$ cat src/drm_pkg.sv
`timescale 1ns / 1ps
// Shared types and constants of the dirty rectangle merge table.
package drm_pkg;

   typedef logic signed [15:0] coord_type;

   typedef struct packed {
      coord_type l;
      coord_type t;
      coord_type r;
      coord_type b;
   } rect_type;

   typedef enum logic [1:0] {
      ACT_MERGED   = 2'd0,
      ACT_STORED   = 2'd1,
      ACT_PAIRED   = 2'd2,
      ACT_REJECTED = 2'd3
   } action_type;

   typedef enum logic [2:0] {
      ST_IDLE,
      ST_SCAN,
      ST_PAIR,
      ST_FINISH,
      ST_OUT
   } state_type;

   localparam logic [0:0] REG_X_THRESHOLD = 1'b0;
   localparam logic [0:0] REG_Y_THRESHOLD = 1'b1;

   // Slot is in use when both width and height are nonzero.
   function automatic logic rect_used(rect_type s);
      return (s.r != s.l) && (s.b != s.t);
   endfunction

   function automatic logic rect_void(rect_type s);
      return (s.r <= s.l) || (s.b <= s.t);
   endfunction

   function automatic logic rect_near(rect_type s, rect_type n,
                                      logic [11:0] gx, logic [11:0] gy);
      logic signed [17:0] gxs;
      logic signed [17:0] gys;
      gxs = signed'({6'd0, gx});
      gys = signed'({6'd0, gy});
      return !((18'(s.r) < 18'(n.l) - gxs) || (18'(s.l) > 18'(n.r) + gxs) ||
               (18'(s.b) < 18'(n.t) - gys) || (18'(s.t) > 18'(n.b) + gys));
   endfunction

   function automatic rect_type rect_union(rect_type a, rect_type b);
      rect_type d;
      if (rect_void(a)) begin
         d = b;
      end else if (rect_void(b)) begin
         d = a;
      end else begin
         d.l = (a.l < b.l) ? a.l : b.l;
         d.t = (a.t < b.t) ? a.t : b.t;
         d.r = (a.r > b.r) ? a.r : b.r;
         d.b = (a.b > b.b) ? a.b : b.b;
      end
      return d;
   endfunction

endpackage

$ cat src/drm_if.sv
`timescale 1ns / 1ps
// Valid/ready channel interfaces for requests and results.
interface drm_req_if;
   logic             valid;
   logic             ready;
   drm_pkg::coord_type new_left;
   drm_pkg::coord_type new_top;
   drm_pkg::coord_type new_right;
   drm_pkg::coord_type new_bottom;
   modport source (output valid, new_left, new_top, new_right, new_bottom, input ready);
   modport sink (input valid, new_left, new_top, new_right, new_bottom, output ready);
endinterface

interface drm_rsp_if;
   logic             valid;
   logic             ready;
   logic             accepted;
   logic [1:0]       action;
   logic [3:0]       slot;
   logic [3:0]       absorbing_slot;
   drm_pkg::coord_type out_left;
   drm_pkg::coord_type out_top;
   drm_pkg::coord_type out_right;
   drm_pkg::coord_type out_bottom;
   modport source (output valid, accepted, action, slot, absorbing_slot,
                   out_left, out_top, out_right, out_bottom, input ready);
   modport sink (input valid, accepted, action, slot, absorbing_slot,
                 out_left, out_top, out_right, out_bottom, output ready);
endinterface

$ cat src/drm_cell.sv
`timescale 1ns / 1ps
// One slot cell of the rotating slot ring.
module drm_cell (
   input  logic              clock,
   input  logic              reset,
   input  logic              shift,
   input  logic              load,
   input  drm_pkg::rect_type load_rect,
   input  drm_pkg::rect_type prev_rect,
   output drm_pkg::rect_type rect
);
   import drm_pkg::*;

   rect_type rect_ff;
   rect_type rect_in;

   always_comb begin
      rect_in = rect_ff;
      if (load) begin
         rect_in = load_rect;
      end else if (shift) begin
         rect_in = prev_rect;
      end
   end

   always_ff @(posedge clock) begin
      if (reset) begin
         rect_ff <= '0;
      end else begin
         rect_ff <= rect_in;
      end
   end

   assign rect = rect_ff;
endmodule

$ cat src/dirty_rect_merge_table.sv
`timescale 1ns / 1ps
// Dirty rectangle merge table: top level with controller and slot ring.
// The slots form a ring of cells that rotates one place per cycle past a
// single compare point at cell 0, and a slot is rewritten as it wraps from
// cell 0 into the last cell. A request takes one pass of the ring for
// the merge and empty-slot scan. Storing into an empty slot adds one more pass
// to reach that slot. When the table is full, the pair search takes one pass
// per candidate first slot, up to SLOT_COUNT - 1 passes, and a found pair adds
// one pass to write the union back. The result is then presented until it is
// taken, and the table returns to idle. The ring rotation sets the rate while
// a request is worked: one slot compare per cycle. The ring holds otherwise.
module dirty_rect_merge_table #(
   parameter int SLOT_COUNT = 16
) (
   input  logic             clock,
   input  logic             reset,
   drm_req_if.sink          req,
   drm_rsp_if.source        rsp,
   input  logic             csr_psel,
   input  logic             csr_penable,
   input  logic             csr_pwrite,
   input  logic [2:0]       csr_paddr,
   input  logic [31:0]      csr_pwdata,
   output logic [31:0]      csr_prdata,
   output logic             csr_pready
);
   import drm_pkg::*;

   localparam int IW = $clog2(SLOT_COUNT);

   logic [11:0] xth_ff, yth_ff;
   state_type   state_ff, state_in;
   rect_type    new_ff, new_in;
   rect_type    hold_ff, hold_in;
   logic [IW-1:0] pos_ff, pos_in;
   logic [IW-1:0] base_ff, base_in;
   logic        found_ff, found_in;
   logic        blank_ff, blank_in;
   logic [1:0]  act_ff, act_in;
   logic [IW-1:0] slot_ff, slot_in;
   logic [IW-1:0] abs_ff, abs_in;
   rect_type    res_ff, res_in;

   rect_type cells [SLOT_COUNT];
   logic     shift;
   logic     tail_load;
   rect_type tail_rect;

   genvar g;
   generate
      for (g = 0; g < SLOT_COUNT; g++) begin : g_cell
         logic     ld;
         rect_type lr;
         if (g == SLOT_COUNT - 1) begin : g_tail
            assign ld = tail_load;
            assign lr = tail_rect;
         end else begin : g_rest
            assign ld = 1'b0;
            assign lr = '0;
         end
         drm_cell u_cell (
            .clock(clock), .reset(reset), .shift(shift), .load(ld), .load_rect(lr),
            .prev_rect(cells[(g + 1) % SLOT_COUNT]), .rect(cells[g])
         );
      end
   endgenerate

   // Cell 0 holds logical slot pos_ff; rotating moves slot pos_ff+1 in.
   logic [IW-1:0] last;
   logic [IW-1:0] pos_next;
   assign last = IW'(SLOT_COUNT - 1);
   assign pos_next = (pos_ff == last) ? '0 : pos_ff + IW'(1);

   logic near_in, near_pair;
   logic merge_hit, pair_hit;
   rect_type uni_in, uni_pair;
   assign near_in   = rect_near(cells[0], new_ff, xth_ff, yth_ff);
   assign uni_in    = rect_union(cells[0], new_ff);
   assign near_pair = rect_near(hold_ff, cells[0], 12'd0, 12'd0);
   assign uni_pair  = rect_union(hold_ff, cells[0]);
   assign merge_hit = rect_used(cells[0]) && near_in
                      && !(rect_void(cells[0]) && rect_void(new_ff));
   assign pair_hit  = (pos_ff > base_ff) && rect_used(hold_ff) && rect_used(cells[0])
                      && near_pair && !(rect_void(hold_ff) && rect_void(cells[0]));

   always_comb begin
      state_in = state_ff;
      unique case (state_ff)
         ST_IDLE:   if (req.valid) state_in = ST_SCAN;
         ST_SCAN: begin
            if (pos_ff == last) begin
               if (found_ff || merge_hit) state_in = ST_OUT;
               else if (blank_ff || !rect_used(cells[0])) state_in = ST_FINISH;
               else state_in = ST_PAIR;
            end
         end
         ST_PAIR: begin
            if (pos_ff == last) begin
               if (found_ff || pair_hit) state_in = ST_FINISH;
               else if (base_ff == last - IW'(1)) state_in = ST_OUT;
            end
         end
         ST_FINISH: if (pos_ff == last) state_in = ST_OUT;
         ST_OUT:    if (rsp.ready) state_in = ST_IDLE;
         default:   state_in = ST_IDLE;
      endcase
   end

   always_comb begin
      new_in = new_ff; hold_in = hold_ff; pos_in = pos_ff; base_in = base_ff;
      found_in = found_ff; blank_in = blank_ff; act_in = act_ff; slot_in = slot_ff;
      abs_in = abs_ff; res_in = res_ff;
      shift = 1'b0; tail_load = 1'b0; tail_rect = '0;
      unique case (state_ff)
         ST_IDLE: begin
            new_in.l = req.new_left;  new_in.t = req.new_top;
            new_in.r = req.new_right; new_in.b = req.new_bottom;
            found_in = 1'b0; blank_in = 1'b0;
            act_in = ACT_REJECTED; slot_in = '0; abs_in = '0; res_in = '0;
            base_in = '0;
         end
         ST_SCAN: begin
            shift = 1'b1; pos_in = pos_next;
            if (!found_ff && merge_hit) begin
               tail_load = 1'b1; tail_rect = uni_in; found_in = 1'b1;
               act_in = ACT_MERGED; slot_in = pos_ff; res_in = uni_in;
            end else if (!found_ff && !blank_ff && !rect_used(cells[0])) begin
               blank_in = 1'b1; slot_in = pos_ff;
            end
            if (pos_ff == last && !found_ff && !merge_hit
                && (blank_ff || !rect_used(cells[0]))) begin
               found_in = 1'b1; act_in = ACT_STORED; res_in = new_ff;
            end
         end
         ST_PAIR: begin
            // The pass captures slot base into hold, then compares the later slots.
            shift = 1'b1; pos_in = pos_next;
            if (!found_ff) begin
               if (pos_ff == base_ff) begin
                  hold_in = cells[0];
               end else if (pair_hit) begin
                  tail_load = 1'b1; tail_rect = new_ff; hold_in = uni_pair;
                  found_in = 1'b1; act_in = ACT_PAIRED;
                  slot_in = pos_ff; abs_in = base_ff; res_in = new_ff;
               end else if (pos_ff == last && base_ff != last - IW'(1)) begin
                  base_in = base_ff + IW'(1);
               end
            end
         end
         ST_FINISH: begin
            shift = 1'b1; pos_in = pos_next;
            if (act_ff == ACT_PAIRED && pos_ff == abs_ff) begin
               tail_load = 1'b1; tail_rect = hold_ff;
            end else if (act_ff == ACT_STORED && pos_ff == slot_ff) begin
               tail_load = 1'b1; tail_rect = new_ff;
            end
         end
         ST_OUT: ;
         default: ;
      endcase
   end

   always_ff @(posedge clock) begin
      if (reset) begin
         state_ff <= ST_IDLE; pos_ff <= '0; base_ff <= '0;
         found_ff <= 1'b0; blank_ff <= 1'b0;
         xth_ff <= '0; yth_ff <= '0;
      end else begin
         state_ff <= state_in;
         pos_ff <= pos_in; base_ff <= base_in; found_ff <= found_in;
         blank_ff <= blank_in;
         if (csr_psel && csr_penable && csr_pwrite && csr_pready) begin
            if (csr_paddr == {REG_X_THRESHOLD, 2'b00}) xth_ff <= csr_pwdata[11:0];
            else if (csr_paddr == {REG_Y_THRESHOLD, 2'b00}) yth_ff <= csr_pwdata[11:0];
         end
      end
   end

   always_ff @(posedge clock) begin
      new_ff <= new_in; hold_ff <= hold_in;
      act_ff <= act_in; slot_ff <= slot_in; abs_ff <= abs_in; res_ff <= res_in;
   end

   assign req.ready  = (state_ff == ST_IDLE);
   assign rsp.valid  = (state_ff == ST_OUT);
   assign rsp.accepted = found_ff;
   assign rsp.action = act_ff;
   assign rsp.slot   = 4'(slot_ff);
   assign rsp.absorbing_slot = 4'(abs_ff);
   assign rsp.out_left = res_ff.l;   assign rsp.out_top = res_ff.t;
   assign rsp.out_right = res_ff.r;  assign rsp.out_bottom = res_ff.b;
   assign csr_pready = 1'b1;
   assign csr_prdata = (csr_paddr == {REG_Y_THRESHOLD, 2'b00}) ? {20'd0, yth_ff} :
                       (csr_paddr == {REG_X_THRESHOLD, 2'b00}) ? {20'd0, xth_ff} : 32'd0;
endmodule

$ cat src/flat_wrapper.sv
// flat-port wrapper written by rule: the top's interface ports become plain ports
module dirty_rect_merge_table_flat import drm_pkg::*;
#(
   parameter int SLOT_COUNT = 16
)
  (clock, reset, csr_psel, csr_penable, csr_pwrite, csr_paddr, csr_pwdata, csr_prdata, csr_pready, req_valid, req_new_left, req_new_top, req_new_right, req_new_bottom, req_ready, rsp_valid, rsp_accepted, rsp_action, rsp_slot, rsp_absorbing_slot, rsp_out_left, rsp_out_top, rsp_out_right, rsp_out_bottom, rsp_ready);
  drm_req_if req_i ();
  drm_rsp_if rsp_i ();
  input  logic clock;
  input  logic reset;
  input  logic csr_psel;
  input  logic csr_penable;
  input  logic csr_pwrite;
  input  logic [2:0] csr_paddr;
  input  logic [31:0] csr_pwdata;
  output logic [31:0] csr_prdata;
  output logic csr_pready;
  input wire logic [$bits(req_i.valid)-1:0] req_valid;
  input wire logic [$bits(req_i.new_left)-1:0] req_new_left;
  input wire logic [$bits(req_i.new_top)-1:0] req_new_top;
  input wire logic [$bits(req_i.new_right)-1:0] req_new_right;
  input wire logic [$bits(req_i.new_bottom)-1:0] req_new_bottom;
  output wire logic [$bits(req_i.ready)-1:0] req_ready;
  output wire logic [$bits(rsp_i.valid)-1:0] rsp_valid;
  output wire logic [$bits(rsp_i.accepted)-1:0] rsp_accepted;
  output wire logic [$bits(rsp_i.action)-1:0] rsp_action;
  output wire logic [$bits(rsp_i.slot)-1:0] rsp_slot;
  output wire logic [$bits(rsp_i.absorbing_slot)-1:0] rsp_absorbing_slot;
  output wire logic [$bits(rsp_i.out_left)-1:0] rsp_out_left;
  output wire logic [$bits(rsp_i.out_top)-1:0] rsp_out_top;
  output wire logic [$bits(rsp_i.out_right)-1:0] rsp_out_right;
  output wire logic [$bits(rsp_i.out_bottom)-1:0] rsp_out_bottom;
  input wire logic [$bits(rsp_i.ready)-1:0] rsp_ready;
  assign req_i.valid = req_valid;
  assign req_i.new_left = req_new_left;
  assign req_i.new_top = req_new_top;
  assign req_i.new_right = req_new_right;
  assign req_i.new_bottom = req_new_bottom;
  assign req_ready = req_i.ready;
  assign rsp_valid = rsp_i.valid;
  assign rsp_accepted = rsp_i.accepted;
  assign rsp_action = rsp_i.action;
  assign rsp_slot = rsp_i.slot;
  assign rsp_absorbing_slot = rsp_i.absorbing_slot;
  assign rsp_out_left = rsp_i.out_left;
  assign rsp_out_top = rsp_i.out_top;
  assign rsp_out_right = rsp_i.out_right;
  assign rsp_out_bottom = rsp_i.out_bottom;
  assign rsp_i.ready = rsp_ready;
  dirty_rect_merge_table #(.SLOT_COUNT(SLOT_COUNT)) u_core (.clock(clock), .reset(reset), .req(req_i), .rsp(rsp_i), .csr_psel(csr_psel), .csr_penable(csr_penable), .csr_pwrite(csr_pwrite), .csr_paddr(csr_paddr), .csr_pwdata(csr_pwdata), .csr_prdata(csr_prdata), .csr_pready(csr_pready));
endmodule
$ cat config.mk
export PLATFORM = sky130hd
export DESIGN_NAME = dirty_rect_merge_table_flat
export DESIGN_NICKNAME = d
export VERILOG_FILES = /design/src/drm_pkg.sv /design/src/drm_if.sv /design/src/drm_cell.sv /design/src/dirty_rect_merge_table.sv /design/src/flat_wrapper.sv
export SDC_FILE = /design/constraint.sdc
export NUM_CORES = 2
export LEC_CHECK = 0
export ABC_AREA = 1
export BUFFER_PORTS_ARGS = -buffer_cell sky130_fd_sc_hd__buf_4
export CORE_MARGIN = 5
export CORE_UTILIZATION = 40
export CTS_CLUSTER_DIAMETER = 150
export DETAILED_ROUTE_END_ITERATION = 6
export PLACE_DENSITY_LB_ADDON = 0.08
export SLEW_MARGIN = 10
export SYNTH_ARGS = -nofsm -noshare
export SYNTH_HDL_FRONTEND = slang
export SYNTH_SLANG_ARGS = --single-unit
$ cat constraint.sdc
create_clock -name clock -period 9.45 [get_ports clock]
set_input_delay 0.945 -clock clock [delete_from_list [all_inputs] [get_ports clock]]
set_output_delay 0.945 -clock clock [all_outputs]
set_load 0.005 [all_outputs]
Word-level counts from Yosys, hierarchy flattened --
Cells that the tools add are included.
Word-level totals: output and inout bits 110, logic and storage cells 294, bits in registers 1263, input port bits 106
Operators by class: reduce and logical (&&, ||, !) cells 62, multiplexer cells 78, $lt $le $gt $ge 23, eq/ne operators 37, add/subtract/negate cells 6, bitwise gates (word level) 2
Operators by type and width (number):
- $mux 64 | 19
- $pmux 64 s3 | 2
- $mux 16 | 8
- $gt 16x16->1 | 6
- $le 16x16->1 | 6
- $lt 16x16->1 | 6
- $ne 16x16->1 | 4
- $mux 4 | 13
- $reduce_and 5->1 | 7
- $add 16x13->17 | 2
- $gt 16x17->1 | 2
- $lt 16x17->1 | 2
- $sub 16x13->17 | 2
- $mux 32 | 1
- $mux 3 | 8
- $logic_and 1x1->1 | 21
- $pmux 4 s2 | 2
- $ne 3x2->1 const B | 5
- $pmux 3 s5 | 1
- $ne 2x1->1 const B | 7
- $mux 1 | 13
- $eq 4x4->1 | 3
- $logic_or 1x1->1 | 12
- $mux 12 | 1
- 26 further kinds | 55

Logic depth before layout (Yosys ltp) --
word-level depth 13, gate-level depth with buffers 38

Cells and area by module --
From an unflattened synthesis, not the netlist that was laid out.
Unflattened totals: cells, all modules 10544, area, all modules 73088.8 µm²
By module, submodules not included:
- drm_cell | area each 3166.8 µm², times used 16, cells an instance 483, seq. area each 1281.2 µm²
- dirty_rect_merge_table | area each 22420.3 µm², times used 1, cells an instance 2816, seq. area each 6806.5 µm²

Worst setup path before layout --
Ideal clock, no wire load.
path kind register -> register, start point register u_core.new_ff[48] (netlist bit), end point register u_core.act_ff[0], in the netlist u_core.rsp.action[0], enable pin, arrival time 7.240 ns, data required time 8.938 ns, stages on the path, launching flop included 36, library setup time 0.512 ns, slack 1.698 ns, clock period less this slack 7.752 ns, path buffers 0, cell sequence edfxtp_1 -> inv_1 -> ha_1 -> inv_1 -> fa_1 -> nand3_1 -> nand2_1 -> a21oi_1 -> nor2_1 -> nor2_1 -> nor2_1 -> o21ai_0 -> nand2_1 -> a21oi_1 -> o21bai_1 -> nand3_1 -> nand4_1 -> nor2_1 -> nor2_1 -> ha_1 -> nand2_1 -> nor2_1 -> nand2_1 -> nor2_1 -> o21ai_1 -> nand4_1 -> nand2_1 -> nand3_2 -> nor2_4 -> nand3_2 -> nand2_1 -> inv_2 -> nand3_2 -> nand2_2 -> nand2_1 -> a21oi_1
Between the ends: word-level cells in the longest chain between the ends 13, elaborated cells between the ends (all ways) 18, classes of those cells add/sub (1); order compare (2); eq/ne (1); reduce/logical (14)
Ends and longest elaborated chain:
- start, declared | line dirty_rect_merge_table.sv:33 | rect_type new_ff, new_in;
- start signal, assigned | line dirty_rect_merge_table.sv:180 | new_ff <= new_in; hold_ff <= hold_in;
- $sub 16x13->17 | line drm_pkg.sv:47 | return !((18'(s.r) < 18'(n.l) - gxs) || (18'(s.l) > 18'(n.r) + gxs) ||
- $lt 16x17->1 | line drm_pkg.sv:47
- $logic_or 1x1->1 (2 in a row) | line drm_pkg.sv:47
- $logic_or 1x1->1 | line drm_pkg.sv:48 | (18'(s.b) < 18'(n.t) - gys) || (18'(s.t) > 18'(n.b) + gys));
- $logic_not 1->1 | line drm_pkg.sv:47
- $logic_and 1x1->1 | line dirty_rect_merge_table.sv:81 | assign merge_hit = rect_used(cells[0]) && near_in
- $logic_and 1x1->1 * | line dirty_rect_merge_table.sv:82 | && !(rect_void(cells[0]) && rect_void(new_ff));
- $logic_not 1->1 | line dirty_rect_merge_table.sv:130 | if (pos_ff == last && !found_ff && !merge_hit
- $logic_and 1x1->1 | line dirty_rect_merge_table.sv:130
- $logic_and 1x1->1 | line dirty_rect_merge_table.sv:131 | && (blank_ff || !rect_used(cells[0]))) begin
- $ne 3x1->1 (no source line) *
- $reduce_and 5->1 (no source line) *
- end signal, assigned | line dirty_rect_merge_table.sv:181 | act_ff <= act_in; slot_ff <= slot_in; abs_ff <= abs_in; res_ff <= res_in;
- end, declared | line dirty_rect_merge_table.sv:39 | logic [1:0] act_ff, act_in;
Mark *: on every way between the ends. The rest lies on a longest branch, timed or not. A chain may end at the register's enable or synchronous reset.

Final worst setup path --
start point register u_core.new_ff[48] (netlist bit), end point register u_core.res_ff, in the netlist u_core.rsp.out_right[6], enable pin
Between the ends: word-level cells in the longest chain between the ends 13, elaborated cells between the ends (all ways) 18, classes of those cells add/sub (1); order compare (2); eq/ne (1); reduce/logical (14)
Ends and longest elaborated chain:
- $sub 16x13->17 | line drm_pkg.sv:47
- $lt 16x17->1 | line drm_pkg.sv:47
- $logic_or 1x1->1 (2 in a row) | line drm_pkg.sv:47
- $logic_or 1x1->1 | line drm_pkg.sv:48
- $logic_not 1->1 | line drm_pkg.sv:47
- $logic_and 1x1->1 | line dirty_rect_merge_table.sv:81
- $logic_and 1x1->1 * | line dirty_rect_merge_table.sv:82
- $logic_not 1->1 | line dirty_rect_merge_table.sv:130
- $logic_and 1x1->1 | line dirty_rect_merge_table.sv:130
- $logic_and 1x1->1 | line dirty_rect_merge_table.sv:131
- $ne 3x1->1 (no source line) *
- $reduce_and 5->1 (no source line) *
- end signal, assigned | line dirty_rect_merge_table.sv:181
- end, declared | line dirty_rect_merge_table.sv:42 | rect_type res_ff, res_in;
Marks and branches as above.

==> summary.md <==
| Metric | Value |
|---|---|
| Outcome | completed |
| Share of cells above drive strength 1 | 6.381% |
| Max VDD drop | 0.2984 mV |
| Sink Count | 1263 |
| Root buffer cell | clkbuf_16 |
| RSZ-0062 raised after global routing | false |
| Synth top area cells | dfxtp_1 (36%), nand2_1 (17%), a21oi_1 (11%), edfxtp_1 (10%), ha_1 (8.6%) |
| Seq/Total Area, Yosys | 46.82% |
| Worst hold margin | 0.3233 ns |
| Setup Crit Path Kind | reg2reg |
| Synth Area in Simple Gates | 22.14% |
| H-tree depth | 4 |
| Hold-fix buffers, CTS | 0 |
| Post-CTS setup buffers | 0 |
| Crit-path slowest cell | nand2_2 |
| Final Skew | 0.05529 ns |
| Largest net degree at the start of global routing | 224 |
| Hold Vio Cnt, Final | 0 |
| Tightest Hold Check Type | in2reg |
| Die area | 153600 um2 |
| Clk_lat worst skew | 0.79 ns |
| I/O pin cnt | 216 |
| Max Cap Violations | 0 |
| IO buf count | 174 |
| Die width | 391.9 um |
| DRC errors left | 0 |
| Overflow after GRT | 0 |
| Post-route antenna net violation count | 0 |
| XOR/XNOR Fraction of Synth Area | 0.8709% |
| Fin crit share | 73.41% |
| Synthesized instance count | 7541 |
| Routed WL per cell | 18.70 um |
| Top-count cell post-synth | nand2_1 |
| Number of CTS-inserted buffers | 141 |
| CP arrival | 7.36 ns |
| Largest family of logic cells by synthesized area | simple AND/OR/NAND/NOR gates |
| Clock tree buffer depth | 3 |
| Hold Path Depth | 1 |
| Final Util | 44.85% |
| P_leak | 24.98 nW |
| Initial Utilization | 40.12% |
| Max Clk Rate | 0.1441 GHz |
| Sum of negative setup slack | 0 ns |
| CTS tree | done |
| DRT Pass-1 Iters | 6 |
| Total track usage | 22.49% |
| Worst slew pin tran | 1.104 ns |
| Pwr Density | 343.7 nW/um2 |
| Reg2Reg Depth | 36 |
| Data required, critical path | 9.87 ns |
| Crit path max fanout | 53 |
| Synth area leader | dfxtp_1 |
| Async SR Flop Fraction | 0% |
| FP Rows | 140 |
| Post-synth EDFFs | 202 |
| Hpwl dp | 121.5 mm |
| Total vias in the final route | 49090 |
| DRT iter0 DRCs | 4781 |
| Register bit total from synthesis | 1263 |
| Worst-path clk slew | 0.07 ns |
| Post-Syn Area | 58330 um2 |
| Vias/cell | 5.165 |
| CORE AREA | 145400 um2 |
| Post_cts resized | 0 |
| Initial antenna violation count | 1 |
| Layout net count | 7987 |
| Fill cells | 14690 |
| Placer congestion estimate | 0.9164 |
| # setup viols final | 0 |
| Synth Area in Compound Gates | 15.22% |
| Crit. End Element | flop |
| Mux cell area share after synthesis | 0% |
| Die Y-Extent | 391.9 um |
| Vias in the first global route | 44490 |
| Routed Wire Length | 177.7 mm |
| Crit path time final | 6.937 ns |
| First-pass GRT wire length | 269.9 mm |
| Ys flop type | dfxtp_1 |
| Worst stage delay on the critical path | 0.51 ns |
| Fraction of the mapped netlist area in adder cells | 8.782% |
| Final-report max-slew violation count | 0 |
| Syn_area_per_cell | 7.735 um2 |
| Yosys cell types | 54 |
| Yosys top cell area share | 36.42% |
| Worst rel slew slack | 26.38% |
| Worst setup SP type | flop |
| Commonest cells post-synth | nand2_1 (2663), a21oi_1 (1268), dfxtp_1 (1061), ha_1 (403), inv_1 (394) |
| Synth-to-layout area growth | 11.80% |
| Yosys warns | 0 |
[cell usage in the layout, fill, tap and decap left out, drive strengths merged, types with 4 or more instances in the layout]
cell    Yosys  routed
nand2    2670    2670
a21oi    1272    1272
dfxtp    1061    1061
inv       401     406
ha        403     403
o21ai     279     279
nor2      263     263
buf       212     224
clkbuf    241     218
edfxtp    202     202
nand3     184     184
nand4      74      74
o22ai      57      57
xor2       46      46
nor3       42      42
o21bai     35      35
clkinv      0      28
conb        2      21
xnor2      12      12
a21o       10      10
o21a       10      10
o211ai     10      10
a211oi     10      10
a31oi       6       6
nand3b      5       5
nor4        4       4
fa          4       4
[through the flow]
| step | power, mW | instance area (um2) | instances | worst slack [ns] |
|---|---|---|---|---|
| 6_report | 22.42 | 65210 | 9503 | 2.513 |
| 5_1_grt | 24.01 | 65210 | 9502 | 2.039 |
| 4_1_cts | 22.59 | 65210 | 9502 | 2.537 |
| 3_5_place_dp | 17.07 | 60580 | 9248 | 2.503 |
| 3_3_place_gp | 17.01 | 60580 | 9248 | 2.547 |
| 2_1_floorplan | 13.73 | 58400 | 7560 | 1.698 |
[registers in the layout, summed over array words and instances (netlist names)]
| name | count |
|---|---|
| u_core.rsp.out_bottom | 16 |
| u_core.hold_ff | 64 |
| u_core.rsp.absorbing_slot | 4 |
| u_core.base_ff | 4 |
| u_core.yth_ff | 12 |
| u_core.new_ff | 64 |
| u_core.pos_ff | 4 |
| u_core.state_ff | 3 |
| u_core.g_cell.u_cell.rect | 1024 |
| u_core.rsp.out_left | 16 |
| u_core.rsp.out_top | 16 |
| u_core.rsp.accepted | 1 |
| u_core.rsp.out_right | 16 |
| u_core.xth_ff | 12 |
| u_core.rsp.slot | 4 |
| u_core.blank_ff | 1 |
| u_core.rsp.action | 2 |
[worst paths after layout]
path	startpoint	endpoint	slack, ns
setup / recovery	u_core.new_ff[48]	u_core.rsp.out_right[6]	2.51
hold reg to reg	u_core.g_cell[4].u_cell.rect[3]	u_core.g_cell[3].u_cell.rect[3]	0.44
setup reg to reg	u_core.new_ff[48]	u_core.rsp.out_right[6]	2.51
hold / removal	req_new_right[7]	u_core.new_ff[23]	0.32
[area by class of cell]
class                      instances  area (um2)  area share, %
multi-input combinational       5443       27550          42.25
sequential                      1263       27310          41.87
clock buffer                     218        4223          6.476
tap                             1917        2399          3.678
timing repair buffer             224        1814          2.782
inverter                         401        1513          2.320
clock inverter                    36       402.9         0.6178
antenna                            1       2.502       0.003837
[power breakdown]
part / leakage, nW / switching, mW / internal [mW]
clock: 2.26 / 2.29 / 3.13
combinational: 12.1 / 7.11 / 2.67
sequential: 10.6 / 0.924 / 6.29
[per-layer routing]
| layer | routed length (um) | global-route usage (%) | up-vias |
|---|---|---|---|
| li1 | - | - | 24720 |
| met1 | 90210 | 34.49 | 22880 |
| met2 | 71430 | 31.82 | 1208 |
| met3 | 10270 | 3.652 | 274 |
| met4 | 5757 | 7.490 | 0 |
| met5 | 0 | 0 | - |
[critical path: cells and delay by family (launching register included)]
family	cells	cell delay, ns
flip-flops	1	0.50
adder cells (fa/ha/maj)	3	1.02
buffers and inverters	4	0.72
AO/OA/AOI/OAI	6	1.22
AND/OR/NAND/NOR	23	2.98
[logic make-up (layout without fill, tap and decap cells)]
logic type,Yosys count,count (layout)
buf+inv,854,879
xor+xnor,58,58
simple gates,3252,3252
compound gates,1705,1705
fa+ha+maj,407,407
flops,1263,1263
other cells,2,22
Power figures use the tool's default switching activity.
